### src/hdl/itoa_pkg.sv
// itoa_pkg: item types, kind codes and digit lookup for the integer to ascii formatter
// no dependencies; used by every module of the block
package itoa_pkg;

  localparam logic [2:0] KIND_SDEC = 3'd0;
  localparam logic [2:0] KIND_UDEC = 3'd1;
  localparam logic [2:0] KIND_HEXL = 3'd2;
  localparam logic [2:0] KIND_HEXU = 3'd3;
  localparam logic [2:0] KIND_PTR  = 3'd4;

  localparam logic [7:0] CHAR_MINUS = 8'h2d;
  localparam logic [7:0] CHAR_ZERO  = 8'h30;
  localparam logic [7:0] CHAR_X     = 8'h78;

  localparam logic [4:0] DEC_DIGITS = 5'd10;
  localparam logic [4:0] HEX_DIGITS = 5'd8;
  localparam logic [4:0] PTR_DIGITS = 5'd16;

  typedef struct packed {
    logic [63:0] value;
    logic [2:0]  kind;
  } in_item_t;

  typedef struct packed {
    logic [7:0] char_code;
    logic       last;
    logic [4:0] total_chars;
  } out_item_t;

  typedef enum logic [1:0] {
    PFX_NONE  = 2'd0,
    PFX_MINUS = 2'd1,
    PFX_HEX   = 2'd2
  } prefix_e;

  // digits left-aligned: the most significant nibble sits in bits 63:60
  typedef struct packed {
    logic        load;
    logic [63:0] digits;
    logic [4:0]  ndig;
    prefix_e     prefix;
    logic        upper;
  } ser_load_t;

  function automatic logic [7:0] digit_char(input logic [3:0] nib, input logic upper);
    logic [7:0] c;
    if (nib < 4'd10) begin
      c = CHAR_ZERO + {4'd0, nib};
    end else if (upper) begin
      c = 8'h37 + {4'd0, nib};
    end else begin
      c = 8'h57 + {4'd0, nib};
    end
    return c;
  endfunction

endpackage

### src/hdl/itoa_dabble.sv
// itoa_dabble: bit-serial binary to bcd conversion of a 32-bit magnitude, one bit per cycle
// depends on itoa_pkg
module itoa_dabble (
  input  logic        clk_i,
  input  logic        rst_ni,
  input  logic        start_i,
  input  logic [31:0] bin_i,
  output logic        done_o,
  output logic [39:0] bcd_o
);
  import itoa_pkg::*;

  logic [31:0] bin_q, bin_d;
  logic [39:0] bcd_q, bcd_d;
  logic [4:0]  cnt_q, cnt_d;
  logic        run_q, run_d;
  logic        done_q, done_d;
  logic [39:0] adj;

  // add three to every bcd digit of five or more before the shift
  always_comb begin
    for (int i = 0; i < 10; i++) begin
      if (bcd_q[4*i +: 4] >= 4'd5) begin
        adj[4*i +: 4] = bcd_q[4*i +: 4] + 4'd3;
      end else begin
        adj[4*i +: 4] = bcd_q[4*i +: 4];
      end
    end
  end

  always_comb begin
    bin_d  = bin_q;
    bcd_d  = bcd_q;
    cnt_d  = cnt_q;
    run_d  = run_q;
    done_d = 1'b0;
    if (start_i) begin
      bin_d = bin_i;
      bcd_d = '0;
      cnt_d = '0;
      run_d = 1'b1;
    end else if (run_q) begin
      bcd_d = {adj[38:0], bin_q[31]};
      bin_d = {bin_q[30:0], 1'b0};
      cnt_d = cnt_q + 5'd1;
      if (cnt_q == 5'd31) begin
        run_d  = 1'b0;
        done_d = 1'b1;
      end
    end
  end

  always_ff @(posedge clk_i or negedge rst_ni) begin
    if (!rst_ni) begin
      run_q  <= 1'b0;
      done_q <= 1'b0;
      cnt_q  <= '0;
    end else begin
      run_q  <= run_d;
      done_q <= done_d;
      cnt_q  <= cnt_d;
    end
  end

  always_ff @(posedge clk_i) begin
    bin_q <= bin_d;
    bcd_q <= bcd_d;
  end

  assign done_o = done_q;
  assign bcd_o  = bcd_q;

endmodule

### src/hdl/itoa_serializer.sv
// itoa_serializer: strips leading zeros then sends prefix and digits, one a cycle if not stalled
// depends on itoa_pkg
module itoa_serializer (
  input  logic                 clk_i,
  input  logic                 rst_ni,
  input  itoa_pkg::ser_load_t  load_i,
  output logic                 busy_o,
  output logic                 out_valid_o,
  input  logic                 out_stall_i,
  output itoa_pkg::out_item_t  out_item_o
);
  import itoa_pkg::*;

  typedef enum logic [3:0] {
    SS_IDLE = 4'b0001,
    SS_NORM = 4'b0010,
    SS_PREF = 4'b0100,
    SS_DIGS = 4'b1000
  } ser_state_e;

  ser_state_e  state_q, state_d;
  logic [63:0] dig_q, dig_d;
  logic [4:0]  cnt_q, cnt_d;
  logic [1:0]  pref_q, pref_d;
  logic        minus_q, minus_d;
  logic        upper_q, upper_d;
  logic [4:0]  tot_q, tot_d;
  logic        ovld_q, ovld_d;
  out_item_t   oitem_q, oitem_d;
  logic        fire;

  // output register is free when empty or being taken this cycle
  assign fire = !ovld_q || !out_stall_i;

  always_comb begin
    state_d = state_q;
    dig_d   = dig_q;
    cnt_d   = cnt_q;
    pref_d  = pref_q;
    minus_d = minus_q;
    upper_d = upper_q;
    tot_d   = tot_q;
    ovld_d  = ovld_q && out_stall_i;
    oitem_d = oitem_q;
    case (state_q)
      SS_IDLE: begin
        if (load_i.load) begin
          dig_d   = load_i.digits;
          cnt_d   = load_i.ndig;
          upper_d = load_i.upper;
          minus_d = (load_i.prefix == PFX_MINUS);
          case (load_i.prefix)
            PFX_MINUS: pref_d = 2'd1;
            PFX_HEX:   pref_d = 2'd2;
            default:   pref_d = 2'd0;
          endcase
          state_d = SS_NORM;
        end
      end
      SS_NORM: begin
        if (dig_q[63:60] == 4'd0 && cnt_q > 5'd1) begin
          dig_d = {dig_q[59:0], 4'd0};
          cnt_d = cnt_q - 5'd1;
        end else begin
          tot_d   = cnt_q + {3'd0, pref_q};
          state_d = (pref_q != 2'd0) ? SS_PREF : SS_DIGS;
        end
      end
      SS_PREF: begin
        if (fire) begin
          ovld_d = 1'b1;
          if (minus_q) begin
            oitem_d.char_code = CHAR_MINUS;
          end else if (pref_q == 2'd2) begin
            oitem_d.char_code = CHAR_ZERO;
          end else begin
            oitem_d.char_code = CHAR_X;
          end
          oitem_d.last        = 1'b0;
          oitem_d.total_chars = tot_q;
          pref_d = pref_q - 2'd1;
          if (pref_q == 2'd1) begin
            state_d = SS_DIGS;
          end
        end
      end
      SS_DIGS: begin
        if (fire) begin
          ovld_d              = 1'b1;
          oitem_d.char_code   = digit_char(dig_q[63:60], upper_q);
          oitem_d.last        = (cnt_q == 5'd1);
          oitem_d.total_chars = tot_q;
          dig_d = {dig_q[59:0], 4'd0};
          cnt_d = cnt_q - 5'd1;
          if (cnt_q == 5'd1) begin
            state_d = SS_IDLE;
          end
        end
      end
      default: state_d = SS_IDLE;
    endcase
  end

  always_ff @(posedge clk_i or negedge rst_ni) begin
    if (!rst_ni) begin
      state_q <= SS_IDLE;
      ovld_q  <= 1'b0;
    end else begin
      state_q <= state_d;
      ovld_q  <= ovld_d;
    end
  end

  always_ff @(posedge clk_i) begin
    dig_q   <= dig_d;
    cnt_q   <= cnt_d;
    pref_q  <= pref_d;
    minus_q <= minus_d;
    upper_q <= upper_d;
    tot_q   <= tot_d;
    oitem_q <= oitem_d;
  end

  assign busy_o      = (state_q != SS_IDLE);
  assign out_valid_o = ovld_q;
  assign out_item_o  = oitem_q;

endmodule

### src/hdl/integer_to_ascii_formatter.sv
// integer_to_ascii_formatter: top level, takes a value and format kind and sends its text
// depends on itoa_pkg, itoa_dabble and itoa_serializer
//
//   channel | direction | handshake                | payload
//   in      | input     | in_valid_i / in_stall_o  | in_item_i  (value, kind)
//   out     | output    | out_valid_o / out_stall_i| out_item_o (char_code, last, total_chars)
//
// decimal kinds: the bit-serial bcd converter shifts in the accepted magnitude, then the
// serializer takes the bcd digits, drops leading zeros and sizes the text, and sends a
// minus sign if negative and then the digits. hex kinds and pointers load the serializer
// at once. no new item is taken until the serializer is back to idle.
// reset clears the control state only; an unused kind is taken and dropped.
// a stalled output holds its character and stops the character sequence.
module integer_to_ascii_formatter (
  input  logic                clk_i,
  input  logic                rst_ni,
  input  logic                in_valid_i,
  output logic                in_stall_o,
  input  itoa_pkg::in_item_t  in_item_i,
  output logic                out_valid_o,
  input  logic                out_stall_i,
  output itoa_pkg::out_item_t out_item_o
);
  import itoa_pkg::*;

  typedef enum logic [2:0] {
    ST_IDLE = 3'b001,
    ST_CONV = 3'b010,
    ST_WAIT = 3'b100
  } top_state_e;

  top_state_e  state_q, state_d;
  logic        neg_q, neg_d;
  logic        accept;
  logic        is_dec;
  logic        neg;
  logic [31:0] low;
  logic [31:0] mag;
  logic        conv_done;
  logic [39:0] bcd;
  logic        ser_busy;
  ser_load_t   sload;

  assign in_stall_o = (state_q != ST_IDLE);
  assign accept     = in_valid_i && !in_stall_o;
  assign low        = in_item_i.value[31:0];
  assign is_dec     = (in_item_i.kind == KIND_SDEC) || (in_item_i.kind == KIND_UDEC);
  assign neg        = (in_item_i.kind == KIND_SDEC) && low[31];
  assign mag        = neg ? (~low + 32'd1) : low;

  itoa_dabble u_dabble (
    .clk_i   (clk_i),
    .rst_ni  (rst_ni),
    .start_i (accept && is_dec),
    .bin_i   (mag),
    .done_o  (conv_done),
    .bcd_o   (bcd)
  );

  always_comb begin
    sload.load   = 1'b0;
    sload.digits = {bcd, 24'd0};
    sload.ndig   = DEC_DIGITS;
    sload.prefix = neg_q ? PFX_MINUS : PFX_NONE;
    sload.upper  = 1'b0;
    if (state_q == ST_CONV) begin
      sload.load = conv_done;
    end else if (accept) begin
      case (in_item_i.kind)
        KIND_HEXL, KIND_HEXU: begin
          sload.load   = 1'b1;
          sload.digits = {low, 32'd0};
          sload.ndig   = HEX_DIGITS;
          sload.prefix = PFX_NONE;
          sload.upper  = (in_item_i.kind == KIND_HEXU);
        end
        KIND_PTR: begin
          sload.load   = 1'b1;
          sload.digits = in_item_i.value;
          sload.ndig   = PTR_DIGITS;
          sload.prefix = PFX_HEX;
        end
        default: sload.load = 1'b0;
      endcase
    end
  end

  always_comb begin
    state_d = state_q;
    neg_d   = neg_q;
    case (state_q)
      ST_IDLE: begin
        if (accept) begin
          neg_d = neg;
          if (is_dec) begin
            state_d = ST_CONV;
          end else if (sload.load) begin
            state_d = ST_WAIT;
          end
        end
      end
      ST_CONV: begin
        if (conv_done) begin
          state_d = ST_WAIT;
        end
      end
      ST_WAIT: begin
        if (!ser_busy) begin
          state_d = ST_IDLE;
        end
      end
      default: state_d = ST_IDLE;
    endcase
  end

  always_ff @(posedge clk_i or negedge rst_ni) begin
    if (!rst_ni) begin
      state_q <= ST_IDLE;
    end else begin
      state_q <= state_d;
    end
  end

  always_ff @(posedge clk_i) begin
    neg_q <= neg_d;
  end

  itoa_serializer u_ser (
    .clk_i       (clk_i),
    .rst_ni      (rst_ni),
    .load_i      (sload),
    .busy_o      (ser_busy),
    .out_valid_o (out_valid_o),
    .out_stall_i (out_stall_i),
    .out_item_o  (out_item_o)
  );

endmodule

### config.mk
export PLATFORM = sky130hd
export DESIGN_NAME = integer_to_ascii_formatter
export DESIGN_NICKNAME = d
export VERILOG_FILES = /design/src/hdl/itoa_pkg.sv /design/src/hdl/itoa_dabble.sv /design/src/hdl/itoa_serializer.sv /design/src/hdl/integer_to_ascii_formatter.sv
export SDC_FILE = /design/constraint.sdc
export NUM_CORES = 1
export LEC_CHECK = 0
export ABC_AREA = 1
export ABC_CLOCK_PERIOD_IN_PS = 8700
export BUFFER_PORTS_ARGS = -buffer_cell sky130_fd_sc_hd__clkbuf_2
export CORE_MARGIN = 2
export CORE_UTILIZATION = 57
export DETAILED_ROUTE_END_ITERATION = 10
export PLACE_DENSITY = 0.73
export SETUP_SLACK_MARGIN = 0.3
export SLEW_MARGIN = 10
export SYNTH_ARGS = -nofsm -noshare
export SYNTH_HDL_FRONTEND = slang
export SYNTH_HIERARCHICAL = 1
export SYNTH_SLANG_ARGS = --single-unit
export TNS_END_PERCENT = 100
### constraint.sdc
create_clock -name clk_i -period 8.7 [get_ports clk_i]
set_input_delay 0.87 -clock clk_i [delete_from_list [all_inputs] [get_ports clk_i]]
set_output_delay 0.87 -clock clk_i [all_outputs]
set_load 0.1 [all_outputs]
* Word level (Yosys, flattened, before mapping)
Cells that the tools add are included.
Widths: inputs -> output; s select.
** Operators by class
- Order comparisons :: 12
- Multipliers :: 0
- Divide/modulo/power cells :: 0
- $add $sub $neg :: 18
- Bitwise operators :: 4
- Eq/ne operators :: 30
- Shift-type cells :: 0
- Reduce and logical (&&, ||, !) cells :: 29
- Multiplexer cells :: 63
** Operator list (number)
- $mux 64 :: 3
- $pmux 64 s3 :: 1
- $pmux 71 s2 :: 1
- $mux 32 :: 3
- $mux 73 :: 1
- $mux 72 :: 1
- $mux 4 :: 16
- $ge 4x3->1 const B :: 10
- $add 4x2->4 const B :: 9
- $add 32x1->32 const B :: 1
- $not 32->32 :: 1
- $mux 14 :: 2
- $pmux 14 s2 :: 1
- $mux 5 :: 5
- $mux 8 :: 3
- $mux 3 :: 6
- $pmux 4 s4 :: 1
- $pmux 5 s3 :: 1
- $add 6x4->7 const A :: 2
- $mux 1 :: 12
- $ne 2x1->1 const B :: 6
- $eq 3x2->1 const B :: 3
- $pmux 3 s3 :: 1
- $add 7x4->8 const A :: 1
- 38 further kinds :: 65
** Word-level totals
- Logic and storage cells :: 174
- Output and inout port bits :: 16
- Latch bits :: 0
- Flip-flop bits (word level) :: 180
- Memories :: 0
- Bits of input ports :: 71
- Memory bits (read-only) :: 0
- Bits in writable memories :: 0

* Logic depth before layout (Yosys ltp)
- Depth after elaboration :: 9
- Mapped depth :: 13
- Gate-level depth less buffers :: 12

* Modules after synthesis
The synthesis kept the hierarchy.
** By module, submodules not included
- itoa_serializer :: sequential area each 2859.0 µm², cells an instance 431, area each 4360.4 µm², times used 1
- itoa_dabble :: sequential area each 1936.9 µm², cells an instance 505, area each 3922.5 µm², times used 1
- integer_to_ascii_formatter :: sequential area each 106.4 µm², cells an instance 432, area each 2417.3 µm², times used 1

* Least setup slack after synthesis
OpenSTA, ideal clock, no wires.
- Kind :: register to register
- Start :: register, netlist name state_q[0]
- End :: register u_ser.cnt_q[0], enable pin
- Path buffers :: 1
- Period minus slack after synthesis :: 5.082 ns
- Arrival time :: 4.584 ns
- Data required time :: 8.202 ns
- Slack :: 3.618 ns
- Stages on the path, launching flop included :: 10
- Library setup time :: 0.498 ns
- Cells stage by stage :: dfstp_2 -> nand3_4 -> nor2_8 -> o21ai_4 -> buf_6 -> nand2_1 -> inv_1 -> nand3_1 -> nand2_1 -> nor2_1
** RTL lines
- to (signal assigned) :: line itoa_serializer.sv:116 : cnt_q <= cnt_d;
- to (decl) :: line itoa_serializer.sv:23 : logic [4:0] cnt_q, cnt_d;

* Worst setup path in the final report
- Start :: register u_ser.state_q[2]
- End :: register u_ser.dig_q[43], enable pin
** On the way
- Longest elaborated chain between the ends :: 3
- Elaborated cells between the ends (all ways) :: 8
- Classes of those cells :: eq/ne: 6; reduce/logical: 2
** RTL lines
- from (decl) :: line itoa_serializer.sv:21 : ser_state_e state_q, state_d;
- from (signal assigned) :: line itoa_serializer.sv:109 : state_q <= state_d;
- $eq 4x4->1, or another cell as far along :: line itoa_serializer.sv:45 : case (state_q)
- $ne 2x1->1 (no line), or another cell as far along
- $reduce_and 4->1 (no line) (*)
- to (signal assigned) :: line itoa_serializer.sv:115 : dig_q <= dig_d;
- to (decl) :: line itoa_serializer.sv:22 : logic [63:0] dig_q, dig_d;
Mark *: on every way between the ends. The rest lies on a longest branch, timed or not.
A chain may end at the register's enable or synchronous reset.

==> results.md <==
| Stage | Result | Reported |
|---|---|---|
| routing | Total number of vias | 9179 |
| synthesis | Post-synthesis mux area share | 0% |
| synthesis | Largest area contributor in the synthesized netlist | sky130_fd_sc_hd__edfxtp_1 |
| sta | Final period util | 32.9% |
| layout | Area used by sequential logic in the layout | 4900 um2 |
| setup path | CP max FO | 69 |
| clock tree | Level count of the clock H-tree | 4 |
| pwr | Clk pwr share | 20.1% |
| synthesis | Seq/Total Area, Yosys | 45.8% |
| sta | Crit path setup slack, layout | 5.84 ns |
| global routing | Initial antenna violation count | 0 |
| routing | Number of nets with antenna violations after routing | 0 |
| pwr | Internal power of the cells | 2.31 mW |
| place | Final Wtd Congestion | 0.937 |
| routing | Remaining DRCs | 0 |
| pwr | Leakage power total | 5.61 nW |
| place | Total half-perimeter wirelength after legalization and detailed placement | 19.1 mm |
| routing | Via/cell ratio | 5.48 |
| setup path | Kind of critical path | reg -> reg |
| outcome | Result of the run | complete, no violations |
| sta | Slew of the pin with the lowest slew margin | 1.09 ns |
| clock tree | Quantity of hold-fixing buffers added after cts | 0 |
| synthesis | Count of different cell masters after synthesis | 42 |
| pwr | Net Sw Frac | 39.4% |
| die | Boundary pin count | 87 |
| sta | Worst slew slack as a fraction of its limit | 27.6% |
| die | Die outline height | 141 um |
| clock tree | Number of buffers on the longest clock path | 2 |
| routing | Metal2 WL | 12.5 mm |
| synthesis | XOR/XNOR share of the synthesized area | 2.05% |
| pwr | Relative contribution of combinational cells to total power | 36.2% |
| layout | Layout net count | 1532 |
| routing | DR WL/cell | 15.9 um |
| pwr | Share of total power in sequential cells | 43.6% |
| setup path | Buf/Inv on CP | 4 |
| clock tree | CTS tree | yes |
| layout | Number of filler cells placed in the layout | 1626 |
| routing | Detailed-routing wirelength on met1 | 11.6 mm |
| place | Total instance count after detailed placement | 1644 |
| die | Row Count | 50 |
| layout | Total area of multi-input combinational cells | 4980 um2 |
| pwr | Net switching power figure | 1.50 mW |
| routing | Total iterations of the first detailed-routing run | 8 |
| synthesis | Main combinational cell family by area after synthesis | simple AND/OR/NAND/NOR gates |
| setup path | Worst path top cell family by delay | simple AND/OR/NAND/NOR gates |
| layout | Area added between synthesis and finish | 9.38% |
| run | Number of violations of the max-capacitance limit | 0 |
| sta | Max Slew Vio Count | 0 |
| setup path | Data arrival time of the worst path | 2.92 ns |
| pwr | Total power | 3.81 mW |
| sta | Final setup fails | 0 |
| die | Area of the core region | 18600 um2 |
| global routing | Global-route wire length before repair | 42.5 mm |
| setup path | Endpoint class of the critical path | register |
| global routing | Final global-route overflow total | 0 |
| sta | TNS Setup | 0 ns |
| layout | N_diodes | 0 |
| sta | Clock skew | 0.0103 ns |
| place | Count of port buffers added during placement | 85 |
| synthesis | Area fraction in and, or, nand and nor cells after synthesis | 32.1% |
| die | Initial standard-cell utilization of the core | 57.6% |
| synthesis | Proportion of netlist area held by the largest area contributor | 34.8% |
| layout | Fraction of final layout cells with drive strength greater than 1 | 13.6% |
| routing | Final wirelength | 26.7 mm |
| routing | Initial drt markers | 838 |
| setup path | Startpoint of the worst register-to-register path | u_ser/state_q[2] |
| clock tree | Number of gates resized after cts | 0 |
| synthesis | Synthesized area divided by synthesized cell count | 7.82 um2 |
| setup path | CP max stage cell | sky130_fd_sc_hd__buf_4 |
| synthesis | Area share of fa/ha/maj cells after synthesis | 3.81% |
| clock tree | Setup fix buffers added after clock tree synthesis | 0 |
| sta | Minimum period implied by the final worst setup slack | 2.86 ns |
| worst hold path | Worst min-delay path category | in -> async |
| setup path | Top cell by count, worst path | sky130_fd_sc_hd__nand2_1 |
| synthesis | Post-synthesis compound-gate area fraction | 8.42% |
| clock tree | Root Buffer Master | sky130_fd_sc_hd__clkbuf_16 |
| sta | Maximum clock frequency | 350 MHz |
| synthesis | Instance count of the mapped netlist | 1368 |
| synthesis | Yosys warning total | 6 |
| die | Overall die width | 141 um |
| setup path | Required time at the endpoint of the critical path | 8.76 ns |
| clock tree | Total clock sinks | 179 |
| clock tree | Number of buffers created by CTS | 17 |
| synthesis | Cell area after synthesis | 10700 um2 |
| routing | Met3 Wirelength | 1.63 mm |
| global routing | Maximum number of pins on one net before global-route repair | 70 |
| clock tree | Source-to-sink clock delay at the later pin of the worst-skew pair | 0.43 ns |
| global routing | Global router's overall resource usage | 27.5% |
| global routing | Number of global-route vias before repair | 8286 |
| layout | Final standard cell utilization of the core | 63.0% |
| setup path | Worst reg2reg setup slack | 5.84 ns |
| layout | Layout Cells excl Fill | 1676 |
| setup path | First element of the critical path | u_ser/state_q[2] |
| setup path | Kind of start point of the critical path | register |
| pwr | Worst VDD drop | 0.178 mV |
| setup path | Crit-path cells | inv_1 -> nand2_1 -> nor2_4 -> inv_2 -> nand2_4 -> inv_2 -> nand2_1 -> nand2_1 -> nor2_4 -> buf_4 |
| sta | Final Hold Violating Endpoints | 0 |
| synthesis | Register bit total from synthesis | 179 |
| pwr | Power per cell area | 326 nW/um2 |
| place | Setup slack at placement | 5.42 ns |
| synthesis | Leading post-synthesis cells by cell area | sky130_fd_sc_hd__edfxtp_1 (35%), sky130_fd_sc_hd__nand2_1 (21%), sky130_fd_sc_hd__dfxtp_1 (7.5%) |
| sta | Setup repair after global routing missed its margin | false |
| clock tree | Clock transition at the register clock pins on the worst setup and hold paths after CTS | 0.07 ns |
| die | DIE AREA | 19900 um2 |
| setup path | Slowest stage delay, CP | 0.68 ns |
| routing | Highest Signal Layer | met4 |
[routing by layer]
metal / vias up / global-route usage [%]
li1: 4532 / -
met1: 4260 / 36.5
met2: 326 / 44.9
met3: 61 / 4.62
met4: 0 / 11.9
met5: - / 0
[state kept, by name, indices dropped and copies added (netlist names)]
name / count
u_dabble/run_q: 1
neg_q: 1
u_dabble/bcd_o: 40
u_ser/state_q: 4
u_ser/cnt_q: 5
state_q: 3
u_ser/tot_q: 5
u_dabble/cnt_q: 5
u_ser/out_valid_o: 1
u_ser/dig_q: 64
u_ser/minus_q: 1
u_ser/upper_q: 1
u_ser/pref_q: 2
u_dabble/bin_q: 32
u_dabble/done_o: 1
u_ser/out_item_o: 13
[power groups by stage]
stage          sequential (mW)  combinational (mW)  clock [mW]
4_1_cts                   1.66                1.37       0.777
3_3_place_gp              1.66                1.32           0
6_report                  1.66                1.38       0.767
3_5_place_dp              1.67                1.36           0
2_1_floorplan             1.63                1.07           0
5_1_grt                   1.71                1.58       0.808
[worst paths after layout]
check                      cells past startpoint             endpoint
min reg2reg                                    0  u_ser/out_item_o[2]
min in group clk_i                             0  u_ser/out_item_o[2]
max in group asynchronous                      1           state_q[0]
min                                            1    u_ser/out_valid_o
max reg2reg                                   10      u_ser/dig_q[43]
max                                           10      u_ser/dig_q[43]
[area by class of cell]
class                           count  share of cell area [%]
Clock buffer                       24                    4.58
Sequential cell                   179                    41.9
Inverter                          124                    4.01
Multi-Input combinational cell   1017                    42.6
Timing Repair Buffer               90                    3.96
Tap cell                          234                    2.50
Clock inverter                      8                   0.492
[layout by cell type, fill, tap and decap left out, types with 4 or more instances in the layout]
| cell | netlist | routed |
|---|---|---|
| sky130_fd_sc_hd__a21oi_1 | 11 | 11 |
| sky130_fd_sc_hd__ha_1 | 31 | 31 |
| sky130_fd_sc_hd__o21ai_0 | 57 | 57 |
| sky130_fd_sc_hd__o21ai_1 | 16 | 16 |
| sky130_fd_sc_hd__o21ai_2 | 4 | 4 |
| sky130_fd_sc_hd__nand2_1 | 587 | 587 |
| sky130_fd_sc_hd__nor3_1 | 5 | 5 |
| sky130_fd_sc_hd__clkbuf_16 | 0 | 20 |
| sky130_fd_sc_hd__buf_4 | 13 | 5 |
| sky130_fd_sc_hd__xor2_1 | 23 | 23 |
| sky130_fd_sc_hd__clkbuf_2 | 0 | 85 |
| sky130_fd_sc_hd__nor2_1 | 106 | 104 |
| sky130_fd_sc_hd__dfrtp_1 | 13 | 13 |
| sky130_fd_sc_hd__inv_1 | 117 | 117 |
| sky130_fd_sc_hd__nor2_2 | 11 | 12 |
| sky130_fd_sc_hd__dfxtp_1 | 40 | 40 |
| sky130_fd_sc_hd__nor2_4 | 7 | 8 |
| sky130_fd_sc_hd__inv_2 | 5 | 5 |
| sky130_fd_sc_hd__nand3_1 | 87 | 87 |
| sky130_fd_sc_hd__nand2_2 | 6 | 6 |
| sky130_fd_sc_hd__edfxtp_1 | 124 | 124 |
| sky130_fd_sc_hd__o211ai_2 | 29 | 29 |
| sky130_fd_sc_hd__nand4_1 | 12 | 12 |
[stage by stage]
stage	hold WS, ns	area [um2]
CTS	0.357	11700
detailed placement	0.409	11100
global route	0.367	11700
finish	0.352	11700
global placement	0.404	11100
floorplan	0.400	10700
[Yosys cell counts (all sizes together)]
| cell | n |
|---|---|
| a22o | 1 |
| a21boi | 1 |
| or2 | 1 |
| nand4 | 12 |
| a31oi | 2 |
| a21oi | 11 |
| xor2 | 23 |
| nor3 | 6 |
| o31ai | 2 |
| ha | 31 |
| conb | 2 |
| and2 | 1 |
| dfstp | 2 |
| inv | 123 |
| nor2 | 125 |
| dfxtp | 40 |
| o211ai | 32 |
| xnor2 | 2 |
| fa | 1 |
| nand3 | 89 |
| o21ai | 78 |
| nand2 | 595 |
| clkinv | 1 |
| dfrtp | 13 |
| buf | 49 |
| nor4 | 1 |
| edfxtp | 124 |
[kinds of logic (layout without fill, tap and decap cells)]
group | Yosys count | in the layout
adders and majority gates | 32 | 32
other | 2 | 3
buffers and inverters | 173 | 246
AOI/OAI and AO/OA | 127 | 127
and+or+nand+nor | 830 | 830
xor gates and xnor gates | 25 | 25
DFF | 179 | 179
[worst register-to-register path, cell delays in order (launching register included)]
cell and delay (ns):
sky130_fd_sc_hd__dfrtp_1 0.40, sky130_fd_sc_hd__inv_1 0.10, sky130_fd_sc_hd__nand2_1 0.09, sky130_fd_sc_hd__nor2_4 0.18, sky130_fd_sc_hd__inv_2 0.13, sky130_fd_sc_hd__nand2_4 0.54
sky130_fd_sc_hd__inv_2 0.10, sky130_fd_sc_hd__nand2_1 0.08, sky130_fd_sc_hd__nand2_1 0.08, sky130_fd_sc_hd__nor2_4 0.08, sky130_fd_sc_hd__buf_4 0.68
No activity file was read; power rests on OpenSTA's default activity.
